**src/rtl/core/tbrl_pkg.sv**
```systemverilog
// Package for the token bucket rate limiter: widths, register indexes, state and command types.
`timescale 1ns / 1ps
package tbrl_pkg;

   localparam int TICKS_W      = 16;
   localparam int TOKENS_OUT_W = 16;
   localparam int INTERVAL_W   = 32;
   localparam int BURST_W      = 16;
   localparam int CSR_IDX_W    = 2;
   localparam int CSR_DATA_W   = 32;

   localparam int DEF_TIME_BITS  = 32;
   localparam int DEF_TOKEN_BITS = 16;

   localparam logic [CSR_IDX_W-1:0] CSR_UNLIMITED = 2'd0;
   localparam logic [CSR_IDX_W-1:0] CSR_INTERVAL  = 2'd1;
   localparam logic [CSR_IDX_W-1:0] CSR_BURST     = 2'd2;

   localparam logic [INTERVAL_W-1:0] INTERVAL_RESET = 32'd1000;
   localparam logic [BURST_W-1:0]    BURST_RESET    = 16'd1;

   typedef enum logic [2:0] {
      ST_IDLE,
      ST_DIV_START,
      ST_DIV_WAIT,
      ST_REFILL,
      ST_TAKE,
      ST_DONE
   } state_type;

   typedef struct packed {
      logic accept;
      logic div_start;
      logic refill;
      logic take;
      logic load_rsp;
   } cmd_type;

   typedef struct packed {
      logic unlimited;
      logic div_done;
      logic rsp_free;
   } status_type;

endpackage

```
**src/rtl/core/tbrl_divider.sv**
```systemverilog
// Restoring divider that produces one quotient bit per cycle.
`timescale 1ns / 1ps
module tbrl_divider #(
   parameter int DIVIDEND_BITS = 32,
   parameter int DIVISOR_BITS  = 32
) (
   input  logic                     clock,
   input  logic                     reset,
   input  logic                     start,
   input  logic [DIVIDEND_BITS-1:0] dividend,
   input  logic [DIVISOR_BITS-1:0]  divisor,
   output logic                     done,
   output logic [DIVIDEND_BITS-1:0] quotient
);
   localparam int CNT_W = $clog2(DIVIDEND_BITS + 1);

   logic                     busy_ff, busy_in;
   logic                     done_ff, done_in;
   logic [CNT_W-1:0]         count_ff, count_in;
   logic [DIVISOR_BITS-1:0]  rem_ff, rem_in;
   logic [DIVIDEND_BITS-1:0] quo_ff, quo_in;
   logic [DIVISOR_BITS:0]    trial;
   logic [DIVISOR_BITS+1:0]  diff;
   logic                     borrow;

   always_comb begin
      trial   = {rem_ff, quo_ff[DIVIDEND_BITS-1]};
      diff    = {1'b0, trial} - {2'b00, divisor};
      borrow  = diff[DIVISOR_BITS+1];
      busy_in  = busy_ff;
      done_in  = 1'b0;
      count_in = count_ff;
      rem_in   = rem_ff;
      quo_in   = quo_ff;
      if (start) begin
         busy_in  = 1'b1;
         count_in = CNT_W'(DIVIDEND_BITS);
         rem_in   = '0;
         quo_in   = dividend;
      end else if (busy_ff) begin
         rem_in   = borrow ? trial[DIVISOR_BITS-1:0] : diff[DIVISOR_BITS-1:0];
         quo_in   = {quo_ff[DIVIDEND_BITS-2:0], ~borrow};
         count_in = count_ff - CNT_W'(1);
         if (count_ff == CNT_W'(1)) begin
            busy_in = 1'b0;
            done_in = 1'b1;
         end
      end
   end

   always_ff @(posedge clock) begin
      if (reset) begin
         busy_ff  <= 1'b0;
         done_ff  <= 1'b0;
         count_ff <= '0;
      end else begin
         busy_ff  <= busy_in;
         done_ff  <= done_in;
         count_ff <= count_in;
      end
      rem_ff <= rem_in;
      quo_ff <= quo_in;
   end

   assign done     = done_ff;
   assign quotient = quo_ff;

endmodule

```
**src/rtl/core/tbrl_ctrl.sv**
```systemverilog
// Controller state machine that sequences accumulation, division, refill, take and result.
`timescale 1ns / 1ps
module tbrl_ctrl (
   input  logic                clock,
   input  logic                reset,
   input  logic                req_valid,
   input  logic                req_mode,
   output logic                req_ready,
   input  tbrl_pkg::status_type status,
   output tbrl_pkg::cmd_type   cmd
);
   import tbrl_pkg::*;

   state_type state_ff, state_in;

   always_comb begin
      state_in = state_ff;
      case (state_ff)
         ST_IDLE: begin
            if (req_valid) begin
               if (req_mode && !status.unlimited) state_in = ST_DIV_START;
               else                               state_in = ST_DONE;
            end
         end
         ST_DIV_START: state_in = ST_DIV_WAIT;
         ST_DIV_WAIT: begin
            if (status.div_done) state_in = ST_REFILL;
         end
         ST_REFILL: state_in = ST_TAKE;
         ST_TAKE:   state_in = ST_DONE;
         ST_DONE: begin
            if (status.rsp_free) state_in = ST_IDLE;
         end
         default: state_in = ST_IDLE;
      endcase
   end

   always_comb begin
      cmd       = '0;
      req_ready = 1'b0;
      case (state_ff)
         ST_IDLE: begin
            req_ready  = 1'b1;
            cmd.accept = req_valid;
         end
         ST_DIV_START: cmd.div_start = 1'b1;
         ST_DIV_WAIT:  cmd           = '0;
         ST_REFILL:    cmd.refill    = 1'b1;
         ST_TAKE:      cmd.take      = 1'b1;
         ST_DONE:      cmd.load_rsp  = status.rsp_free;
         default:      cmd           = '0;
      endcase
   end

   always_ff @(posedge clock) begin
      if (reset) begin
         state_ff <= ST_IDLE;
      end else begin
         state_ff <= state_in;
      end
   end

endmodule

```
**src/rtl/core/tbrl_datapath.sv**
```systemverilog
// Datapath: configuration registers, elapsed and token counters, divider and result register.
`timescale 1ns / 1ps
module tbrl_datapath #(
   parameter int TIME_BITS  = tbrl_pkg::DEF_TIME_BITS,
   parameter int TOKEN_BITS = tbrl_pkg::DEF_TOKEN_BITS
) (
   input  logic                                  clock,
   input  logic                                  reset,
   input  tbrl_pkg::cmd_type                     cmd,
   output tbrl_pkg::status_type                  status,
   input  logic                                  csr_write_enable,
   input  logic [tbrl_pkg::CSR_IDX_W-1:0]        csr_index,
   input  logic [tbrl_pkg::CSR_DATA_W-1:0]       csr_write_data,
   input  logic                                  req_mode,
   input  logic [tbrl_pkg::TICKS_W-1:0]          req_ticks,
   output logic                                  rsp_valid,
   input  logic                                  rsp_ready,
   output logic                                  rsp_granted,
   output logic [tbrl_pkg::TOKENS_OUT_W-1:0]     rsp_tokens_left
);
   import tbrl_pkg::*;

   localparam int SUM_W  = ((TIME_BITS > TICKS_W) ? TIME_BITS : TICKS_W) + 1;
   localparam int CAP_W  = (TOKEN_BITS > BURST_W) ? TOKEN_BITS : BURST_W;
   localparam int CMP_W  = (TIME_BITS > TOKEN_BITS) ? TIME_BITS : TOKEN_BITS;
   localparam int TOUT_W = (TOKEN_BITS > TOKENS_OUT_W) ? TOKEN_BITS : TOKENS_OUT_W;

   logic                    unlimited_ff, unlimited_in;
   logic [INTERVAL_W-1:0]   interval_ff, interval_in;
   logic [BURST_W-1:0]      burst_ff, burst_in;
   logic [TIME_BITS-1:0]    elapsed_ff, elapsed_in;
   logic [TOKEN_BITS-1:0]   token_ff, token_in;
   logic                    grant_ff, grant_in;
   logic                    rsp_valid_ff, rsp_valid_in;
   logic                    rsp_granted_ff;
   logic [TOKENS_OUT_W-1:0] rsp_tokens_ff;

   logic [SUM_W-1:0]        sum;
   logic [SUM_W-1:0]        time_max;
   logic [TIME_BITS-1:0]    elapsed_sat;
   logic [INTERVAL_W-1:0]   step;
   logic                    div_done;
   logic [TIME_BITS-1:0]    quotient;
   logic [CAP_W-1:0]        burst_ext;
   logic [CAP_W-1:0]        token_max;
   logic [CAP_W-1:0]        cap_ext;
   logic [TOKEN_BITS-1:0]   cap;
   logic [TOKEN_BITS-1:0]   room;
   logic [CMP_W-1:0]        quo_ext;
   logic [CMP_W-1:0]        room_ext;
   logic [TOKEN_BITS-1:0]   add;
   logic [TOUT_W-1:0]       token_out;
   logic                    csr_hit;

   tbrl_divider #(
      .DIVIDEND_BITS (TIME_BITS),
      .DIVISOR_BITS  (INTERVAL_W)
   ) u_divider (
      .clock    (clock),
      .reset    (reset),
      .start    (cmd.div_start),
      .dividend (elapsed_ff),
      .divisor  (step),
      .done     (div_done),
      .quotient (quotient)
   );

   always_comb begin
      sum         = SUM_W'(elapsed_ff) + SUM_W'(req_ticks);
      time_max    = SUM_W'({TIME_BITS{1'b1}});
      elapsed_sat = (sum > time_max) ? {TIME_BITS{1'b1}} : sum[TIME_BITS-1:0];
      step        = (interval_ff == '0) ? INTERVAL_W'(1) : interval_ff;

      burst_ext = CAP_W'(burst_ff);
      token_max = CAP_W'({TOKEN_BITS{1'b1}});
      cap_ext   = (burst_ext < token_max) ? burst_ext : token_max;
      cap       = cap_ext[TOKEN_BITS-1:0];
      room      = cap - token_ff;
      quo_ext   = CMP_W'(quotient);
      room_ext  = CMP_W'(room);
      add       = (quo_ext < room_ext) ? quo_ext[TOKEN_BITS-1:0] : room;

      csr_hit = csr_write_enable &&
                (csr_index == CSR_UNLIMITED || csr_index == CSR_INTERVAL ||
                 csr_index == CSR_BURST);
   end

   always_comb begin
      unlimited_in = unlimited_ff;
      interval_in  = interval_ff;
      burst_in     = burst_ff;
      elapsed_in   = elapsed_ff;
      token_in     = token_ff;
      grant_in     = grant_ff;
      if (cmd.accept) begin
         elapsed_in = elapsed_sat;
         grant_in   = req_mode && unlimited_ff;
      end
      if (cmd.refill && quotient != '0) begin
         if (token_ff < cap) token_in = token_ff + add;
         elapsed_in = '0;
      end
      if (cmd.take && token_ff != '0) begin
         token_in = token_ff - TOKEN_BITS'(1);
         grant_in = 1'b1;
      end
      if (csr_hit) begin
         case (csr_index)
            CSR_UNLIMITED: unlimited_in = csr_write_data[0];
            CSR_INTERVAL:  interval_in  = csr_write_data[INTERVAL_W-1:0];
            CSR_BURST:     burst_in     = csr_write_data[BURST_W-1:0];
            default:       unlimited_in = unlimited_ff;
         endcase
         elapsed_in = '0;
         token_in   = '0;
      end
   end

   // The result register frees the input side while a finished word waits.
   always_comb begin
      token_out    = TOUT_W'(token_ff);
      rsp_valid_in = rsp_valid_ff && !rsp_ready;
      if (cmd.load_rsp) rsp_valid_in = 1'b1;
   end

   always_ff @(posedge clock) begin
      if (reset) begin
         unlimited_ff <= 1'b0;
         interval_ff  <= INTERVAL_RESET;
         burst_ff     <= BURST_RESET;
         elapsed_ff   <= '0;
         token_ff     <= '0;
         grant_ff     <= 1'b0;
         rsp_valid_ff <= 1'b0;
      end else begin
         unlimited_ff <= unlimited_in;
         interval_ff  <= interval_in;
         burst_ff     <= burst_in;
         elapsed_ff   <= elapsed_in;
         token_ff     <= token_in;
         grant_ff     <= grant_in;
         rsp_valid_ff <= rsp_valid_in;
      end
      if (cmd.load_rsp) begin
         rsp_granted_ff <= grant_ff;
         rsp_tokens_ff  <= token_out[TOKENS_OUT_W-1:0];
      end
   end

   assign status.unlimited = unlimited_ff;
   assign status.div_done  = div_done;
   assign status.rsp_free  = !rsp_valid_ff || rsp_ready;
   assign rsp_valid        = rsp_valid_ff;
   assign rsp_granted      = rsp_granted_ff;
   assign rsp_tokens_left  = rsp_tokens_ff;

endmodule

```
**src/rtl/core/token_bucket_rate_limiter.sv**
```systemverilog
// Top level of the lazy-refill token bucket rate limiter.
//
//   channel  direction  handshake            contents
//   req      in         req_valid/req_ready  req_mode, req_ticks
//   rsp      out        rsp_valid/rsp_ready  rsp_granted, rsp_tokens_left
//   csr      in         csr_write_enable     csr_index, csr_write_data
//
// A time-only word or an unlimited request goes from accept straight to the result; a counted
// request runs the bit-serial divider that finds the whole intervals, then refill and take.
// Reset is synchronous and returns the bucket to empty and the registers to defaults.
// A finished word waits in the result register while the next request word is accepted.
`timescale 1ns / 1ps
module token_bucket_rate_limiter #(
   parameter int TIME_BITS  = tbrl_pkg::DEF_TIME_BITS,
   parameter int TOKEN_BITS = tbrl_pkg::DEF_TOKEN_BITS
) (
   input  logic                              clock,
   input  logic                              reset,
   input  logic                              csr_write_enable,
   input  logic [tbrl_pkg::CSR_IDX_W-1:0]    csr_index,
   input  logic [tbrl_pkg::CSR_DATA_W-1:0]   csr_write_data,
   input  logic                              req_valid,
   output logic                              req_ready,
   input  logic                              req_mode,
   input  logic [tbrl_pkg::TICKS_W-1:0]      req_ticks,
   output logic                              rsp_valid,
   input  logic                              rsp_ready,
   output logic                              rsp_granted,
   output logic [tbrl_pkg::TOKENS_OUT_W-1:0] rsp_tokens_left
);
   import tbrl_pkg::*;

   cmd_type    cmd;
   status_type status;

   tbrl_ctrl u_ctrl (
      .clock     (clock),
      .reset     (reset),
      .req_valid (req_valid),
      .req_mode  (req_mode),
      .req_ready (req_ready),
      .status    (status),
      .cmd       (cmd)
   );

   tbrl_datapath #(
      .TIME_BITS  (TIME_BITS),
      .TOKEN_BITS (TOKEN_BITS)
   ) u_datapath (
      .clock            (clock),
      .reset            (reset),
      .cmd              (cmd),
      .status           (status),
      .csr_write_enable (csr_write_enable),
      .csr_index        (csr_index),
      .csr_write_data   (csr_write_data),
      .req_mode         (req_mode),
      .req_ticks        (req_ticks),
      .rsp_valid        (rsp_valid),
      .rsp_ready        (rsp_ready),
      .rsp_granted      (rsp_granted),
      .rsp_tokens_left  (rsp_tokens_left)
   );

endmodule

```
**config.mk**
```make
export PLATFORM = sky130hd
export DESIGN_NAME = token_bucket_rate_limiter
export DESIGN_NICKNAME = d
export VERILOG_FILES = /design/src/rtl/core/tbrl_pkg.sv /design/src/rtl/core/tbrl_divider.sv /design/src/rtl/core/tbrl_ctrl.sv /design/src/rtl/core/tbrl_datapath.sv /design/src/rtl/core/token_bucket_rate_limiter.sv
export SDC_FILE = /design/constraint.sdc
export NUM_CORES = 1
export LEC_CHECK = 0
export BUFFER_PORTS_ARGS = -buffer_cell sky130_fd_sc_hd__buf_2
export CELL_PAD_IN_SITES_DETAIL_PLACEMENT = 1
export CELL_PAD_IN_SITES_GLOBAL_PLACEMENT = 1
export CORE_MARGIN = 2
export CORE_UTILIZATION = 45
export CTS_CLUSTER_DIAMETER = 30
export DETAILED_ROUTE_END_ITERATION = 10
export PLACE_DENSITY_LB_ADDON = 0.1
export SYNTH_ARGS = -nofsm -noshare
export SYNTH_HDL_FRONTEND = slang
export SYNTH_HIERARCHICAL = 1
export SYNTH_SLANG_ARGS = --single-unit
```
**constraint.sdc**
```tcl
create_clock -name clock -period 9.25 [get_ports clock]
set_input_delay 0.4625 -clock clock [delete_from_list [all_inputs] [get_ports clock]]
set_output_delay 0.4625 -clock clock [all_outputs]
set_load 0.05 [all_outputs]
```
Yosys cells after proc, flatten, opt, wreduce, memory -nomap -nowiden. Cells that the tools add are included. Widths: inputs -> output; s select.

Flip-flop bits (word level): 191. Input bits: 56. Logic and storage cells: 99.

$add $sub $neg: 6. Magnitude comparators: 4. Equality and inequality tests: 11. Muxes and demuxes: 30. Bitwise logic cells: 2. Reductions and logical operators: 30.

Operator list (number): $mux 32 (5); $mux 16 (5); $sub 33x32->34 (1); $add 32x16->33 (1); $gt 33x32->1 const B (1); $logic_not 32->1 (1); $lt 32x16->1 (1); $reduce_bool 32->1 (1); $pmux 3 s6 (1); $add 16x16->16 (1); $lt 16x16->1 (1); $lt 16x16->1 const B (1); $reduce_bool 16->1 (1); $sub 16x1->16 const B (1); $sub 16x16->16 (1); $mux 1 (13); $mux 3 (4); $mux 6 (2); $reduce_and 2->1 (4); $reduce_bool 2->1 (4); $eq 3x2->1 const B (2); $eq 3x3->1 const B (2); $eq 6x1->1 const B (1); $logic_and 1x1->1 (6); 14 further kinds (22).

Longest topological paths before layout. Gate-level depths: netlist (run 1).

Depth after elaboration: 9. Depth in mapped cells: 34. Mapped depth without buffers: 31.

Modules after synthesis. Netlist (run 1), hierarchy kept.

By module, submodules not included: tbrl_datapath (times used 1, cells an instance 997, area an instance 7827.5 µm², seq. area each 2492.4 µm²); tbrl_divider (times used 1, cells an instance 550, area an instance 4885.9 µm², seq. area each 1761.7 µm²); tbrl_ctrl (times used 1, cells an instance 26, area an instance 211.5 µm², seq. area each 60.1 µm²).

Worst setup path before layout (run 1). OpenSTA, ideal clock, no wires.

Path type: reg2reg. Start: register u_datapath.token_ff[1]. End: register u_datapath.token_ff[14]. Setup time: 87 ps. Data arrival time: 6561 ps. Slack: 2602 ps. Stages on the path, launching flop included: 33. Period minus slack after synthesis: 6648 ps. Path through: dfxtp_1 > inv_1 > ha_1 > nor2b_1 > o21ba_2 > nor4b_1 > o21ai_1 > a32o_1 > or2_1 > a21oi_1 > xor2_1 > ha_1 > nand4_1 > nor2_1 > a2111o_1 > a311o_1 > clkbuf_1 > clkbuf_1 > o21ai_0 > nand2_1 > ha_1 > fa_1 > nor2b_1 > o21ai_0 > a21boi_0 > o21ai_0 > a21boi_0 > o21ai_0 > a21oi_1 > o41ai_1 > o21ai_0 > mux2_2 > o31ai_1.

Word-level cells in the longest chain between the ends: 7. Elaborated cells on any way between the ends: 14.

RTL lines: start: declaration (line tbrl_datapath.sv:32) `logic [TOKEN_BITS-1:0] token_ff, token_in;`; start signal: assignment (line tbrl_datapath.sv:140) `token_ff <= token_in;`; $sub 16x16->16 (line tbrl_datapath.sv:78) `room = cap - token_ff;`; $lt 32x16->1 (line tbrl_datapath.sv:81) `add = (quo_ext < room_ext) ? quo_ext[TOKEN_BITS-1:0] : room;`; $mux 16 (line tbrl_datapath.sv:81); $add 16x16->16 (line tbrl_datapath.sv:100) `if (token_ff < cap) token_in = token_ff + add;`; $mux 16 (line tbrl_datapath.sv:100); $mux 16 (line tbrl_datapath.sv:99) `if (cmd.refill && quotient != '0) begin`; $mux 16 (line tbrl_datapath.sv:103) `if (cmd.take && token_ff != '0) begin`.

Several ways; a longest one is shown, not always the timed one. The select of a mux whose other input is x is not followed. A chain may end at the register's enable or synchronous reset.

Worst setup path in the final report (run 1). Ends and elaborated chain as after synthesis.

==> metrics.yaml, run 1 <==
synth_seq_cells: 191
portBuffers: 74
hp-class: "in -> reg"
wl_met1_mm: 19.4
yosysTopAreaCell: "dfxtp_1"
antenna_found_initial: 0
yosysWarnings: 6
final_core_util_pct: 49.1
timing.final.crit_share_pct: 82.6
insertion_delay_ns: 0.45
synth.distinct_cells: 89
clk_pin_slew_ns: 0.07
post_cts_resized: 0
syn2layout_area_growth_pct: 8.09
drc: 0
via_per_inst: 5.77
ctsRootBufferMaster: "clkbuf_16"
htreeDepth: 4
cts_buffers: 17
synth_area_per_cell_um2: 8.22
cts_tree: "yes"
skew_ns: 0.00990
synth_edf_count: 49
cp_max_fo: 24
p_int_mw: 2.17
rsz0062_at_grt: "no"
final_area_um2: 14000
p_per_area_nw_per_um2: 267
core_um2: 28500
holdBufCountCts: 0
dpl_cell_area_um2: 13400
synth_top_cell_area_share_pct: 22.0
pre_cts_slack_ns: 1.68
synthMostInstantiatedCell: "nand2_1"
dpl.hpwl_mm: 28.4
cpPeakStageDelay_ns: 0.45
path_class: "reg -> reg"
drtIter0Drc: 689
routed.top_layer: "met4"
io_pins: 75
slew_viol_final: 0
path_buf_inv: 2
rows: 62
syn_inst: 1573
p_switching_mw: 1.57
grt_pass1_wl_mm: 60.4
vias: 11300
n_antenna_cell: 0
gp_congestion: 0.913
synth_common_cells: "204 x nand2_1, 159 x a21oi_1, 142 x dfxtp_1"
die_x_um: 173
grt_remaining_overflow: 0
setup_viol: 0
grtUsageTotal_pct: 25.1
fin_nets: 1723
arrival_ns: 8.00
power_frac_comb_pct: 48.5
syn_area_um2: 12900
fill_cells: 3474
dr.pass1.iters: 5
crit_top_cell: "o21ai_0"
postRouteAntennaNets: 0
fin_setup_tns_ns: 0
synth.area.top_cells: "dfxtp_1 22%, edfxtp_1 11%, ha_1 9.5%"
fin_cells: 1961
switching_share_pct: 41.9
max-clock-path-buffers: 2
routed_wl_mm: 37.7
ys_seq_area_share_pct: 33.4
layout-drive-gt1-share_pct: 12.1
critPathSlowestCell: "dfxtp_1"
tightest_slew_ns: 1.19
power_frac_seq_pct: 31.2
grt_max_degree: 59
drv_cap: 0
p_leak_nw: 5.65
cts.sinks: 191
die_h_um: 173
syn-num-nets: 1731
fin_ws_ns: 1.61
startpoint_type: "register"
cts_setup_buffers: 0
ir_worst_vdd_v: 0.000142
ys.flop_type: "dfxtp_1"
min_period_ns: 7.64
die_area_um2: 30100
placed_cells: 1930
hold_violations: 0
end_kind: "register"
slew_headroom_pct: 20.9
status: "complete, no violations"
power_frac_clock_pct: 20.3
synthArstFlopShare_pct: 0
wl_met2_mm: 16.3
initial_utilization_pct: 45.4
critical-path-top-delay-family: "compound AO/OA/AOI/OAI gates"
max_freq_ghz: 0.131
worstPathRequired_ns: 9.61
routedWlPerCell_um: 19.2
grt_pass1_vias: 11100
routed-wl-met3_mm: 1.43
==> path summary, 6_finish.rpt <==
kind / start / endpoint / slack, ns / depth (start not counted)
setup / recovery: u_datapath/token_ff[1]$_SDFFE_PP0P_ / u_datapath/token_ff[14]$_SDFFE_PP0P_ / 1.61 / 32
hold / removal: csr_write_data[30] / u_datapath/interval_ff[30]$_SDFFE_PP0P_ / 0.25 / 3
setup reg to reg: u_datapath/token_ff[1]$_SDFFE_PP0P_ / u_datapath/token_ff[14]$_SDFFE_PP0P_ / 1.61 / 32
hold reg to reg: u_datapath/burst_ext[3]$_SDFFE_PP0P_ / u_datapath/burst_ext[3]$_SDFFE_PP0P_ / 0.48 / 2
==> per-layer routing <==
metal	track usage, %	up-vias
li1	-	5552
met2	37.9	218
met5	0	-
met1	37.4	5506
met3	3.97	35
met4	6.14	0
==> state kept, by name (all words and copies together), names as in the netlist, 3 cells and up <==
name / count
u_datapath/interval_ff: 32
u_ctrl/state_ff: 3
u_datapath/token_ff: 16
u_datapath/u_divider/rem_ff: 32
u_datapath/rsp_tokens_left: 16
u_datapath/u_divider/quotient: 32
u_datapath/elapsed_ff: 32
u_datapath/burst_ext: 16
u_datapath/u_divider/count_ff: 6
==> stage by stage <==
stage                     hold WS, ns  power [mW]
final                           0.248        3.74
after global routing            0.241        4.01
after CTS                       0.228        3.74
after detailed placement        0.459        2.97
after global placement          0.454        2.92
after floorplan                 0.409        2.55
==> logic make-up (layout without fill, tap and decap cells) <==
group | Yosys count | after routing | synth area share, %
simple gates | 522 | 522 | 19.2
buf+inv | 204 | 208 | 6.45
xor+xnor | 82 | 82 | 5.61
flops | 191 | 191 | 33.4
compound gates | 416 | 416 | 20.6
fa+ha+maj | 102 | 102 | 10.1
mux | 56 | 56 | 4.68
==> cell type report <==
cell class / instances / area, um2 / area share (%)
clock buffers: 18 / 450 / 3.22
inverters: 91 / 342 / 2.44
well taps: 384 / 480 / 3.44
repair buffers: 86 / 460 / 3.30
flip-flops and latches: 191 / 4310 / 30.9
multi-input cells: 1178 / 7790 / 55.8
clock inverters: 13 / 134 / 0.958
==> worst register-to-register path: cells and delay by family (launching register included) <==
family,cells,cell delay (ns)
mux,1,0.29
compound gates,17,3.64
xor+xnor,1,0.34
simple gates,8,1.48
buf+inv,2,0.33
fa+ha+maj,3,1.02
flops,1,0.45
==> power by group through the flow <==
stage,clock [mW],combinational [mW],sequential (mW)
finish,0.757,1.81,1.17
global route,0.814,2.01,1.19
CTS,0.778,1.80,1.16
detailed placement,0,1.78,1.18
global placement,0,1.74,1.18
floorplan,0,1.41,1.14
==> cell usage in the layout (no fill, tap or decap), drive strengths merged, types with 16 or more instances in the layout <==
cell type	n
a21o	28
buf	86
xnor2	48
nand4	19
mux2i	21
ha	98
clkbuf	18
nor2	128
nor4	24
a311oi	16
inv	95
a21oi	160
a211oi	16
nand3	26
nor3	28
edfxtp	49
o21ai	84
mux2	35
xor2	34
dfxtp	142
nand2	204
No activity file was read; power rests on OpenSTA's default activity.
==> run 2, diff against run 1 <==
Settings changed: CORE_UTILIZATION 45 to 43.
Clock period 9.25 ns to 7 ns, I/O delays scaled along.
==> run 2 against run 1 <==
Compared with the run above:
- die area increased by 4.5%
- non-clock buffer count increased by 26
- sequential power increased by 32%
- highest routed layer unchanged
==> metrics.yaml, run 2 (synthesis gave the netlist of run 1 again) <==
grt_max_degree: 59
cts.sinks: 191
p_switching_mw: 2.13
cp_max_fo: 7
dr.pass1.iters: 5
syn2layout_area_growth_pct: 11.1
fill_cells: 3587
most-common-layout-cells: "203 x nand2_1, 155 x a21oi_1, 137 x dfxtp_1"
worstPathRequired_ns: 7.34
n_antenna_cell: 0
power_frac_seq_pct: 30.9
power_frac_clock_pct: 20.2
clk_pin_slew_ns: 0.08
htreeDepth: 4
p_leak_nw: 5.80
rows: 63
vias: 11400
cpPeakStageDelay_ns: 0.44
drtIter0Drc: 734
insertion_delay_ns: 0.46
layout-drive-gt1-share_pct: 15.6
drv_cap: 0
power_frac_comb_pct: 48.9
grtUsageTotal_pct: 24.7
ir_worst_vdd_v: 0.000281
timing.final.crit_share_pct: 96.1
grt_pass1_vias: 11200
initial_utilization_pct: 43.6
path_class: "reg -> reg"
hold_violations: 0
layout_commonest_cell: "nand2_1"
die_x_um: 177
fin_nets: 1749
hold_ws_ns: 0.131
drc: 0
postRouteAntennaNets: 0
end_kind: "register"
max_freq_ghz: 0.149
cts_tree: "yes"
p_per_area_nw_per_um2: 347
dpl.hpwl_mm: 29.2
routedWlPerCell_um: 19.5
arrival_ns: 7.07
die_area_um2: 31500
ctsRootBufferMaster: "clkbuf_16"
slew_headroom_pct: 22.8
status: "complete, no violations"
slew_viol_final: 0
min_period_ns: 6.73
via_per_inst: 5.70
setup_viol: 0
switching_share_pct: 42.6
critPathSlowestCell: "a311o_2"
p_int_mw: 2.86
portBuffers: 74
holdBufCountCts: 0
grt_remaining_overflow: 0
core_um2: 29600
critical-path-top-delay-family: "compound AO/OA/AOI/OAI gates"
path_buf_inv: 2
tightest_slew_ns: 1.16
die_h_um: 177
antenna_found_initial: 0
startpoint_type: "register"
hp-class: "in -> reg"
io_pins: 75
max-clock-path-buffers: 2
cts_buffers: 17
skew_ns: 0.0152
final_core_util_pct: 48.5
grt_pass1_wl_mm: 60.8
gp_congestion: 0.917
routed_wl_mm: 38.8
run 2: cell types whose count changed in the layout (fill, tap and decap cells not counted), sizes merged:
cell,previous run,this run
clkbuf,18,21
clkinv,7,5
inv,95,97
buf,86,112
bufinv,2,0
run 2: path summary, 6_finish.rpt:
kind | start | to | slack (ns) | cells after the start
min reg2reg | u_datapath/burst_ext[5]$_SDFFE_PP0P_ | u_datapath/burst_ext[5]$_SDFFE_PP0P_ | 0.47 | 2
min | csr_write_data[26] | u_datapath/interval_ff[26]$_SDFFE_PP0P_ | 0.13 | 3
max | u_datapath/token_ff[5]$_SDFFE_PP0P_ | u_datapath/token_ff[15]$_SDFFE_PP0P_ | 0.27 | 31
max reg2reg | u_datapath/token_ff[5]$_SDFFE_PP0P_ | u_datapath/token_ff[15]$_SDFFE_PP0P_ | 0.27 | 31
run 2: metal layers:
metal	global-route usage (%)	vias up	part of all wire (%)
li1	-	5596	-
met1	36.7	5548	51
met2	38.0	186	44
met3	3.08	32	3.1
met4	5.70	0	1.2
met5	0	-	0
run 2: worst reg2reg max path, delay by kind of cell (launching register included):
| kind | cells | cell delay (ns) |
|---|---|---|
| AOI/OAI and AO/OA | 17 | 3.28 |
| and+or+nand+nor | 8 | 1.68 |
| adders and majority gates | 3 | 0.89 |
| DFF | 1 | 0.34 |
| xor gates and xnor gates | 1 | 0.24 |
| buffers and inverters | 2 | 0.19 |
run 2: metrics by stage:
| stage | area, um2 | setup slack (ns) | total power [mW] | cells | TNS (ns) |
|---|---|---|---|---|---|
| after detailed placement | 13600 | -0.190 | 3.94 | 1959 | -0.249 |
| after floorplan | 12900 | 0.352 | 3.37 | 1573 | 0 |
| after CTS | 14200 | 0.0115 | 4.97 | 1991 | 0 |
| final | 14400 | 0.270 | 4.99 | 1994 | 0 |
| after global placement | 13600 | 0.255 | 3.87 | 1959 | 0 |
| after global routing | 14400 | -0.0452 | 5.34 | 1994 | -0.0452 |
run 2: layout make-up:
type | instances | area (um2) | share of cell area [%]
inverter | 91 | 342 | 2.38
clock inverter | 11 | 116 | 0.810
timing repair buffer | 112 | 656 | 4.56
multi-input combinational | 1178 | 7960 | 55.4
sequential | 191 | 4320 | 30.1
clock buffer | 21 | 483 | 3.36
tap | 390 | 488 | 3.40
run 2: power by group through the flow:
stage          sequential (mW)  combinational (mW)  clock, mW
2_1_floorplan             1.51                1.86          0
3_3_place_gp              1.56                2.31          0
3_5_place_dp              1.57                2.37          0
4_1_cts                   1.54                2.40       1.03
5_1_grt                   1.57                2.69       1.08
6_report                  1.54                2.44       1.01
run 2: timing repair:
action | CTS | global route
endpoints found under the setup margin | 3 | 7
setup buffers | 0 | 3
hold endpoints to repair | 0 | 0
pin swaps | 1 | 19
resized for setup | 9 | 37
==> run 3, diff against run 2 <==
Settings changed: CAP_MARGIN set to 25, CORE_ASPECT_RATIO set to 0.7, CTS_BUF_LIST set to sky130_fd_sc_hd__clkbuf_4 sky130_fd_sc_hd__clkbuf_8 sky130_fd_sc_hd__clkbuf_16.
==> run 3 against run 2 <==
Compared with the run above:
- clock power hardly changed
- sequential power hardly changed
- clock skew is 0.0051 ns lower
- final area is 1.3% higher
- maximum frequency is 1.7% lower
- total power is 1.5% higher
- final cell count is 0.80% higher
==> metrics.yaml, run 3 (synthesis gave the netlist of run 1 again) <==
ctsRootBufferMaster: "clkbuf_16"
tightest_slew_ns: 0.981
cts_buffers: 17
core_um2: 29800
total_power_mw: 5.07
cp_max_fo: 10
fin_ws_ns: 0.155
die_h_um: 149
p_leak_nw: 5.93
max-clock-path-buffers: 2
grtUsageTotal_pct: 25.8
n_antenna_cell: 0
syn2layout_area_growth_pct: 12.5
p_per_area_nw_per_um2: 348
routedWlPerCell_um: 20.4
setup_viol: 0
critical-path-top-delay-family: "compound AO/OA/AOI/OAI gates"
dpl_cell_area_um2: 13700
layout-drive-gt1-share_pct: 17.0
path_buf_inv: 3
postRouteAntennaNets: 0
skew_ns: 0.0101
routed_wl_mm: 41.1
slew_viol_final: 0
io_pins: 75
grt_max_degree: 59
initial_utilization_pct: 43.4
fin_cells: 2010
insertion_delay_ns: 0.46
grt_remaining_overflow: 0
hold_violations: 0
pre_cts_slack_ns: -0.0838
htreeDepth: 4
hp-class: "in -> reg"
slew_headroom_pct: 33.7
portBuffers: 74
via_per_inst: 5.81
layout_commonest_cell: "nand2_1"
path_class: "reg -> reg"
worstPathRequired_ns: 7.34
cts.sinks: 191
final_area_um2: 14500
min_period_ns: 6.85
gp_congestion: 0.945
cts_tree: "yes"
holdBufCountCts: 0
timing.final.crit_share_pct: 97.8
fin_nets: 1770
most-common-layout-cells: "203 x nand2_1, 156 x a21oi_1, 137 x dfxtp_1"
ir_worst_vdd_v: 0.000204
dpl.hpwl_mm: 30.8
rows: 53
drtIter0Drc: 880
antenna_found_initial: 0
placed_cells: 1965
max_freq_ghz: 0.146
clk_pin_slew_ns: 0.08
grt_pass1_vias: 11000
grt_pass1_wl_mm: 62.4
die_x_um: 211
status: "complete, no violations"
die_area_um2: 31500
drc: 0
dr.pass1.iters: 5
final_core_util_pct: 48.9
startpoint_type: "register"
drv_cap: 0
end_kind: "register"
cpPeakStageDelay_ns: 0.41
critPathSlowestCell: "a311o_2"
vias: 11700
arrival_ns: 7.19
## run 3: metal layers
metal,global-route usage (%),vias to the layer above,wire [um]
met5,0,-,0
met4,6.16,0,436
met3,3.87,34,2270
met2,35.1,295,16400
met1,41.4,5713,22000
li1,-,5646,-
## run 3: through the flow
step	hold WS [ns]	TNS, ns
floorplan	0.409	0
global placement	0.426	0
detailed placement	0.427	-0.166
global route	0.114	-0.186
finish	0.125	0
CTS	0.100	0
## run 3: report_power, final
| group | switching, mW | leakage (nW) | internal, mW |
|---|---|---|---|
| registers | 0.199 | 1.63 | 1.36 |
| logic | 1.50 | 4.00 | 1.01 |
| clock network | 0.478 | 0.298 | 0.525 |
## run 3: path summary, 6_finish.rpt
check                                                               end  cells past startpoint  slack [ns]                                 from
worst max-delay path               u_datapath/token_ff[15]$_SDFFE_PP0P_                     31        0.15  u_datapath/token_ff[8]$_SDFFE_PP0P_
worst min register to register         u_datapath/rsp_granted$_DFFE_PP_                      0        0.46     u_datapath/grant_ff$_SDFFE_PP0P_
worst min-delay path            u_datapath/interval_ff[30]$_SDFFE_PP0P_                      3        0.12                   csr_write_data[30]
worst max register to register     u_datapath/token_ff[15]$_SDFFE_PP0P_                     31        0.15  u_datapath/token_ff[8]$_SDFFE_PP0P_
## run 3: area by class of cell
cell class / count / area (um2)
timing repair buffer: 133 / 840
fill: 3568 / 15200
multi-input combinational: 1178 / 7970
tap: 385 / 482
clock buffer: 21 / 503
clock inverter: 11 / 91.3
inverter: 91 / 342
sequential: 191 / 4320
## run 3: timing repair
action | 4_1_cts | 5_1_grt
gates resized for setup | 9 | 48
hold endpoints to repair | 0 | 0
pin swaps | 4 | 29
setup buffers | 2 | 10
endpoints found under the setup margin | 3 | 8
## run 3: worst min-delay path, cell delays in order
cell	delay (ns)
buf_2	0.09
nand2_1	0.04
a21oi_1	0.05
